==> config.mk <==
export PLATFORM = sky130hd
export DESIGN_NAME = tli_alu
export DESIGN_NICKNAME = d
export VERILOG_FILES = /design/src/rtl/assert_macros.svh /design/src/rtl/tli_pkg.sv /design/src/rtl/tli_alu.sv
export SDC_FILE = /design/constraint.sdc
export NUM_CORES = 1
export LEC_CHECK = 0
export BUFFER_PORTS_ARGS = -buffer_cell sky130_fd_sc_hd__buf_2
export CORE_AREA = 2 2 128 130
export DETAILED_ROUTE_END_ITERATION = 6
export DIE_AREA = 0 0 130 132
export PLACE_DENSITY_LB_ADDON = 0.2
export SLEW_MARGIN = 20
export SYNTH_ARGS = -nofsm -noshare
export SYNTH_HDL_FRONTEND = slang
export SYNTH_SLANG_ARGS = --single-unit
==> constraint.sdc <==
create_clock -name vclk -period 8.27
set_clock_uncertainty 0.1 [all_clocks]
set_input_delay 1.2405 -clock vclk [all_inputs]
set_output_delay 1.2405 -clock vclk [all_outputs]
set_load 0.05 [all_outputs]
==> src/rtl/assert_macros.svh <==
// ---------------------------------------------------------------------------
// Assertion macros
// Shared concurrent assertion forms for the RTL.
// ---------------------------------------------------------------------------
`ifndef ASSERT_MACROS_SVH
`define ASSERT_MACROS_SVH

// same-cycle implication
`define ASSERT_IMPLIES(label, clk, rstn, ante, cons) \
    label: assert property (@(posedge clk) disable iff (!rstn) (ante) |-> (cons)) \
        else $error("assertion failed");

// next-cycle implication
`define ASSERT_NEXT(label, clk, rstn, ante, cons) \
    label: assert property (@(posedge clk) disable iff (!rstn) (ante) |=> (cons)) \
        else $error("assertion failed");

`endif

==> src/rtl/tli_pkg.sv <==
// ---------------------------------------------------------------------------
// tli_pkg
// Types and constants of the table linear interpolator.
// ---------------------------------------------------------------------------
package tli_pkg;

    localparam int unsigned MAX_POINTS_DEF = 64;
    localparam int unsigned DATA_W         = 32;
    localparam int unsigned ACC_W          = 50;
    localparam int unsigned FRAC_W         = 17;
    localparam int unsigned SEG_W          = 6;
    localparam int unsigned S_TDATA_W      = 104;
    localparam int unsigned M_TDATA_W      = 56;
    localparam int unsigned CFG_IDX_W      = 2;

    localparam logic [CFG_IDX_W-1:0] REG_POINT_COUNT = 2'd0;
    localparam logic [CFG_IDX_W-1:0] REG_USE_FILL    = 2'd1;
    localparam logic [CFG_IDX_W-1:0] REG_FILL_VALUE  = 2'd2;

    localparam logic OP_LOAD  = 1'b0;
    localparam logic OP_QUERY = 1'b1;

    localparam logic [1:0] REGION_INTERIOR = 2'd0;
    localparam logic [1:0] REGION_BELOW    = 2'd1;
    localparam logic [1:0] REGION_ABOVE    = 2'd2;

    typedef enum logic {
        ALU_ADD = 1'b0,
        ALU_SUB = 1'b1
    } alu_op_t;

endpackage

==> src/rtl/tli_alu.sv <==
// ---------------------------------------------------------------------------
// tli_alu
// Shared add/subtract unit used for compares, divide and multiply steps.
// ---------------------------------------------------------------------------
module tli_alu (
    input  tli_pkg::alu_op_t                alu_op,
    input  logic [tli_pkg::ACC_W-1:0]       op_a,
    input  logic [tli_pkg::ACC_W-1:0]       op_b,
    output logic [tli_pkg::ACC_W-1:0]       result
);

    always_comb begin
        unique case (alu_op)
            tli_pkg::ALU_ADD: result = op_a + op_b;
            tli_pkg::ALU_SUB: result = op_a - op_b;
            default:          result = op_a + op_b;
        endcase
    end

endmodule

==> metrics.txt <==
status=finished, final reports clean; TNS Setup=0 ns; drt pass-1 iters=4; Slew headroom=between 60 and 70%; FF/Latch Area=0 um2; Synth top cells by count=a21oi_1 (86), xnor2_1 (75), nor2_1 (56), ha_1 (50), nand2_1 (40); initial antenna violation count=0; finished layout cell area=~4800 um2; dominant cell type by area after synthesis=xnor2_1; total wire length=14000 um; routed via count=between 4000 and 5000; Mapped Avg Cell Area=6.65 um2; row cnt=46; Final Hold Slack=between 2 and 3 ns; Synth top area share=between 15 and 20%; Tcrit/Tclk final=between 80% and 90%; max_cap viols=0; Synthesized Nets=between 700 and 800; pin count of the biggest net entering global routing=31; RSZ-0062 raised after global routing=no; Crit Path Max Fanout=8; Initial Util=between 20% and 30%; hold_buf cts=0; Placed Area=between 4000 and 5000 um2; Finished Layout Cells=925; Fillers=approximately 1800; HP Class=input port to output pin; share of layout cells above drive strength 1=between 20 and 25%; seq_cells=0; Fmax=138 MHz; crit path capture=result[42]; CP required=6.93 ns; Critical Path Sink Type=output pin; Setup crit start=op_b[4]; ANT nets after route=0; mapped cell area=about 3900 um2; actual slew at the worst max-slew pin=about 0.53 ns; final hold vios=0; Cells after Synth=a little under 600; yosys warns=0; Final GP Congestion=around 0.9; Die H=about 130 um; width of the die=130 um; distinct cell type count after synthesis=61; I/O pin cnt=roughly 150; PortBufs=around 150; DR WL/cell=~15 um; final core occ=between 30% and 40%; count leader, synth=a21oi_1; area growth from synthesis to layout=24.1%; Final #Nets=~860; GRT Util Overall=16.0%; gr ovfl total=0; Worst Setup Path Type=input port to output pin; Lkg Pwr=between 0.002 and 0.0025 uW; Post-route DRC=0; post-synthesis sequential area ratio=0%; first-pass GRT wire length=roughly 23000 um; DR iter-0 viols=between 200 and 300; Power Density=171 nW/um2; multi-input logic area=about 3700 um2; Slew Limit Fails=0; dpl hpwl=about 12000 um; drt via density=~4.9; Core Region=around 16000 um2; CP Launch Type=input port; vias in the first global route=around 4400; clock buffers=0; Critical Path AT=approximately 6 ns; die area=17200 um2; Max VDD drop=84.0 uV; dpl cells=between 900 and 1000; setup repair bufs after CTS=0; post-CTS sizing=0; final count of negative-setup-slack endpoints=0; fin crit period=about 7.2 ns; Inserted Diodes=0; Synth area leaders=xnor2_1 (17%), ha_1 (16%), a21oi_1 (11%), nor2_1 (5.4%), xor2_1 (4.3%)
[routing by layer]
layer	track usage (%)	part of all wire (%)	vias up
met5	0	0	-
met4	0.478	0.33	0
met3	1.34	6.4	4
met2	27.1	46	131
met1	23.1	47	2046
li1	-	-	2390
[kinds of logic after synthesis]
family                   synth area share (%)
AO/OA/AOI/OAI                            32.5
AND/OR/NAND/NOR                          24.7
XOR/XNOR                                 21.3
adder cells (fa/ha/maj)                  16.7
buffers and inverters                    4.59
multiplexers                            0.258
[through the flow]
stage | total power [uW] | setup WS (ns)
finish | 823 | 1.05
global route | 888 | 0.564
CTS | 829 | 1.01
detailed placement | 826 | 1.04
global placement | 831 | 1.00
floorplan | 628 | 1.16
[placed cells by master (no fill, tap or decap), types with 3 or more instances in the layout]
cell / count
nor2b_1: 3
a211oi_1: 3
and3_1: 5
ha_1: 50
and2_1: 6
nand3_1: 9
o31ai_1: 3
o22ai_1: 3
nor4_1: 6
a21o_1: 22
xor2_1: 19
nor3_1: 20
nor2_1: 56
nand2b_1: 5
o21bai_1: 10
inv_1: 21
a31oi_1: 13
nand4_1: 17
buf_2: 151
or3_1: 3
o21ai_1: 6
o31a_1: 3
o21a_1: 6
o21ai_0: 26
or2_2: 3
nand2_1: 40
xnor2_1: 75
a21oi_1: 86
[critical path: stages]
cell,delay (ns)
buf_2,0.11
or3_1,0.38
nor2_1,0.22
nand2_1,0.22
nor2_1,0.23
nand2_1,0.13
nor3b_1,0.37
a21oi_1,0.17
xnor2_1,0.16
ha_1,0.42
nand4_1,0.14
or2_2,0.33
o22ai_1,0.19
nor2_1,0.11
a311o_1,0.39
o21bai_1,0.25
nor2_1,0.12
o31ai_1,0.29
xnor2_1,0.15
buf_2,0.28
[power breakdown]
group | total (uW) | switching (uW) | internal, uW
clock network | 0 | 0 | 0
logic | 823 | 583 | 241
registers | 0 | 0 | 0
[layout make-up]
cell class,instances,area share [%]
multi-input combinational,536,76.9
timing repair buffer,152,15.9
tap,216,5.62
inverter,21,1.64
[worst min path at each step]
stage               cells after the start         to     from  slack, ns
finish                                  4  result[0]  op_b[0]       2.88
global route                            4  result[0]  op_b[0]       2.93
global placement                        4  result[0]  op_b[0]       2.90
CTS                                     4  result[0]  op_b[0]       2.90
detailed placement                      4  result[0]  op_b[0]       2.90
floorplan                               2  result[0]  op_b[0]       2.66
Power figures use the tool's default switching activity.
