**src/rtl/assert_macros.svh**
```systemverilog
// ---------------------------------------------------------------------------
// Assertion macros
// Shared concurrent assertion forms for the RTL.
// ---------------------------------------------------------------------------
`ifndef ASSERT_MACROS_SVH
`define ASSERT_MACROS_SVH

// same-cycle implication
`define ASSERT_IMPLIES(label, clk, rstn, ante, cons) \
    label: assert property (@(posedge clk) disable iff (!rstn) (ante) |-> (cons)) \
        else $error("assertion failed");

// next-cycle implication
`define ASSERT_NEXT(label, clk, rstn, ante, cons) \
    label: assert property (@(posedge clk) disable iff (!rstn) (ante) |=> (cons)) \
        else $error("assertion failed");

`endif

```
**src/rtl/tli_pkg.sv**
```systemverilog
// ---------------------------------------------------------------------------
// tli_pkg
// Types and constants of the table linear interpolator.
// ---------------------------------------------------------------------------
package tli_pkg;

    localparam int unsigned MAX_POINTS_DEF = 64;
    localparam int unsigned DATA_W         = 32;
    localparam int unsigned ACC_W          = 50;
    localparam int unsigned FRAC_W         = 17;
    localparam int unsigned SEG_W          = 6;
    localparam int unsigned S_TDATA_W      = 104;
    localparam int unsigned M_TDATA_W      = 56;
    localparam int unsigned CFG_IDX_W      = 2;

    localparam logic [CFG_IDX_W-1:0] REG_POINT_COUNT = 2'd0;
    localparam logic [CFG_IDX_W-1:0] REG_USE_FILL    = 2'd1;
    localparam logic [CFG_IDX_W-1:0] REG_FILL_VALUE  = 2'd2;

    localparam logic OP_LOAD  = 1'b0;
    localparam logic OP_QUERY = 1'b1;

    localparam logic [1:0] REGION_INTERIOR = 2'd0;
    localparam logic [1:0] REGION_BELOW    = 2'd1;
    localparam logic [1:0] REGION_ABOVE    = 2'd2;

    typedef enum logic {
        ALU_ADD = 1'b0,
        ALU_SUB = 1'b1
    } alu_op_t;

endpackage

```
**src/rtl/tli_table.sv**
```systemverilog
// ---------------------------------------------------------------------------
// tli_table
// Breakpoint storage: x and y memories, one write port, registered reads.
// ---------------------------------------------------------------------------
module tli_table #(
    parameter  int unsigned MAX_POINTS = tli_pkg::MAX_POINTS_DEF,
    localparam int unsigned AW         = $clog2(MAX_POINTS)
) (
    input  logic                          aclk,
    input  logic                          wr_en,
    input  logic [AW-1:0]                 wr_addr,
    input  logic [tli_pkg::DATA_W-1:0]    wr_x,
    input  logic [tli_pkg::DATA_W-1:0]    wr_y,
    input  logic [AW-1:0]                 x_raddr,
    input  logic [AW-1:0]                 y_raddr,
    output logic [tli_pkg::DATA_W-1:0]    x_rdata,
    output logic [tli_pkg::DATA_W-1:0]    y_rdata
);

    logic [tli_pkg::DATA_W-1:0] x_mem [MAX_POINTS];
    logic [tli_pkg::DATA_W-1:0] y_mem [MAX_POINTS];

    always_ff @(posedge aclk) begin
        if (wr_en) begin
            x_mem[wr_addr] <= wr_x;
            y_mem[wr_addr] <= wr_y;
        end
    end

    always_ff @(posedge aclk) begin
        x_rdata <= x_mem[x_raddr];
        y_rdata <= y_mem[y_raddr];
    end

endmodule

```
**config.mk**
```make
export PLATFORM = sky130hd
export DESIGN_NAME = tli_table
export DESIGN_NICKNAME = d
export VERILOG_FILES = /design/src/rtl/assert_macros.svh /design/src/rtl/tli_pkg.sv /design/src/rtl/tli_table.sv
export SDC_FILE = /design/constraint.sdc
export NUM_CORES = 2
export LEC_CHECK = 0
export ABC_AREA = 1
export ABC_CLOCK_PERIOD_IN_PS = 8600
export BUFFER_PORTS_ARGS = -buffer_cell sky130_fd_sc_hd__buf_2
export CAP_MARGIN = 15
export CORE_UTILIZATION = 35
export CTS_BUF_LIST = sky130_fd_sc_hd__clkbuf_4 sky130_fd_sc_hd__clkbuf_8 sky130_fd_sc_hd__clkbuf_16
export DETAILED_ROUTE_END_ITERATION = 10
export GPL_TIMING_DRIVEN = 0
export PLACE_DENSITY_LB_ADDON = 0.1
export SLEW_MARGIN = 20
export SYNTH_ARGS = -nofsm -noshare
export SYNTH_HDL_FRONTEND = slang
export SYNTH_SLANG_ARGS = --single-unit
```
**constraint.sdc**
```tcl
create_clock -name aclk -period 8.6 [get_ports aclk]
set_clock_uncertainty 0.2 [all_clocks]
set_input_delay 1.29 -clock aclk [delete_from_list [all_inputs] [get_ports aclk]]
set_output_delay 1.29 -clock aclk [all_outputs]
set_load 0.03 [all_outputs]
```
==> flow_summary.json <==
{
  "ys_seq_elements": 4160,
  "route.detailed.drc": 0,
  "ir_drop_uv": 165.9,
  "arrival_ns": 4.66,
  "finalSetupTns_ns": 0,
  "port_buffers": 138,
  "place_congestion": 0.9684,
  "seq_area_frac_synth": 0.7531,
  "rsz0062_at_grt": "no",
  "routed_via_density": 5.644,
  "p_leak_nw": 70.58,
  "clockBufferDepth": 4,
  "drv_cap": 0,
  "grt_max_degree": 65,
  "cp.required_ns": 9.35,
  "ys_types": 14,
  "cts_tree": "yes",
  "seq_area_mm2": 0.1243,
  "yosysTopAreaCellShare": 0.7454,
  "pin_count": 148,
  "syn_nets": 13520,
  "clkLatencyLatePin_ns": 1.03,
  "placed_cell_area_mm2": 0.1838,
  "fillers": 43400,
  "die_area_mm2": 0.4742,
  "syn_area_mm2": 0.1650,
  "drive_gt1_frac": 0.1353,
  "final_common_cell": "nand2_1",
  "track_usage": 0.3009,
  "drv_slew": 0,
  "clock-sinks": 4160,
  "dr.pass1.iters": 6,
  "ctsHoldBuffers": 0,
  "die_w_um": 688.6,
  "cts_resized": 0,
  "postRouteAntennaNets": 0,
  "crit_path_max_fanout": 10,
  "critPathLaunchType": "input port",
  "hold_violations": 0,
  "setup.worst_path.class": "in2reg",
  "cp-end-kind": "flip-flop",
  "core-area_mm2": 0.4683,
  "syn_area_per_cell_um2": 12.29,
  "ys_warn_count": 0,
  "dr.first_iter.drc_count": 19370,
  "initial_core_util": 0.3524,
  "grt_antenna_before_repair": 90,
  "finalCriticalPeriod_ns": 3.907,
  "totalWireLength_um": 730900,
  "syn_to_final_growth_pct": 20.26,
  "fmax_mhz": 256.0,
  "grt-ovfl-total": 0,
  "numCtsBuffers": 451,
  "p_per_area_mw_per_mm2": 229.7,
  "netlist_instances": 13430,
  "layout_common_cells": "nand2_1, edfxtp_1, nand3_1",
  "num_vias": 118700,
  "relSlewSlack": 0.1207,
  "htreeDepth": 5,
  "cts_root_buf": "clkbuf_16",
  "grt_pass1_wl_um": 967500,
  "dp_hpwl_um": 522900,
  "finalNetCount": 14520,
  "final_core_util": 0.4238,
  "status": "completed",
  "chipHeight_um": 688.6,
  "hp-class": "in2reg",
  "setup_viol": 0,
  "wl_per_cell_um": 34.75,
  "multiInputGateArea_mm2": 0.03667,
  "synth_area_leaders": "edfxtp_1, nand3_1, nand2_1",
  "fin_crit_sh": 0.4543,
  "synth.largest_area_cell": "edfxtp_1",
  "cts_setup_buffers": 0,
  "clk_pin_slew_worst_paths_ns": 0.06,
  "stdcell_area_mm2": 0.1985,
  "rows": 251,
  "tightest_slew_ns": 1.319,
  "first_global_vias": 106800
}
==> logic make-up (layout without fill, tap and decap cells) <==
| logic type | after synthesis | after routing | share of synthesized area |
|---|---|---|---|
| DFF | 4160 | 4160 | 0.7531 |
| and+or+nand+nor | 8363 | 8363 | 0.2193 |
| other | 0 | 29 | 0 |
| buffers and inverters | 909 | 2284 | 0.02752 |
==> per-stage QoR <==
stage          worst slack (ns)  total power [W]  std cells  hold slack, ns
4_1_cts                   4.989          0.04561      21010          0.3309
2_1_floorplan             3.396          0.02436      13430          0.5214
3_5_place_dp              3.884          0.02644      20180          0.7499
3_3_place_gp             -3.785          0.02632      19770          0.7389
6_report                  4.693          0.04559      21030          0.4020
5_1_grt                   4.827          0.04653      21010          0.3687
==> per-layer routing <==
metal  up-vias  global-route usage  wire length, um
met5         -                   0               90
met4        14             0.09913            27870
met3      1020             0.06609            82340
met2      7016              0.4398           311700
met1     60530              0.4426           308900
li1      50130                   -                -
==> worst max-delay path, stage by stage <==
cell,delay (ns)
buf_2,0.32
clkbuf_2,0.49
buf_16,0.22
clkbuf_1,0.91
nand3_1,0.22
nand3_1,0.24
nand3_1,0.25
nand2_1,0.36
nand2_1,0.14
nand2_1,0.15
==> synth_stat cells, drive strengths merged <==
cell type,count
nand2,4470
edfxtp,4096
nand3,3821
buf,726
clkbuf,165
dfxtp,64
nor2,64
inv,18
nand4,8
==> flip-flops by register name, indices dropped and copies added, names as in the netlist <==
signal	count
x_mem	2048
y_rdata	32
x_rdata	32
y_mem	2048
==> layout make-up <==
cell class,instances,share of cell area
Sequential cell,4160,0.6262
Multi-Input combinational cell,8363,0.1848
Clock buffer,583,0.06362
Timing Repair Buffer,547,0.05316
Tap cell,6198,0.03908
Buffer,891,0.02271
Clock inverter,245,0.009672
Inverter,18,0.0003657
Antenna cell,29,0.0003657
==> power breakdown <==
group          switching [W]  leakage [nW]  internal (W)  total, W
registers          0.0000391          37.4        0.0224    0.0225
clock network        0.00839          7.33        0.0111    0.0195
logic                0.00287          25.9      0.000765   0.00364
total                 0.0113          70.6        0.0343    0.0456
==> final timing paths <==
check,from,to,slack [ns],cells past startpoint
setup reg to reg,x_mem[49][5],x_rdata[5],6.28,8
hold reg to reg,y_mem[60][3],y_rdata[3],0.74,8
setup / recovery,y_raddr[2],y_rdata[22],4.69,10
hold / removal,wr_y[31],y_mem[42][31],0.40,1
Power figures use the tool's default switching activity.
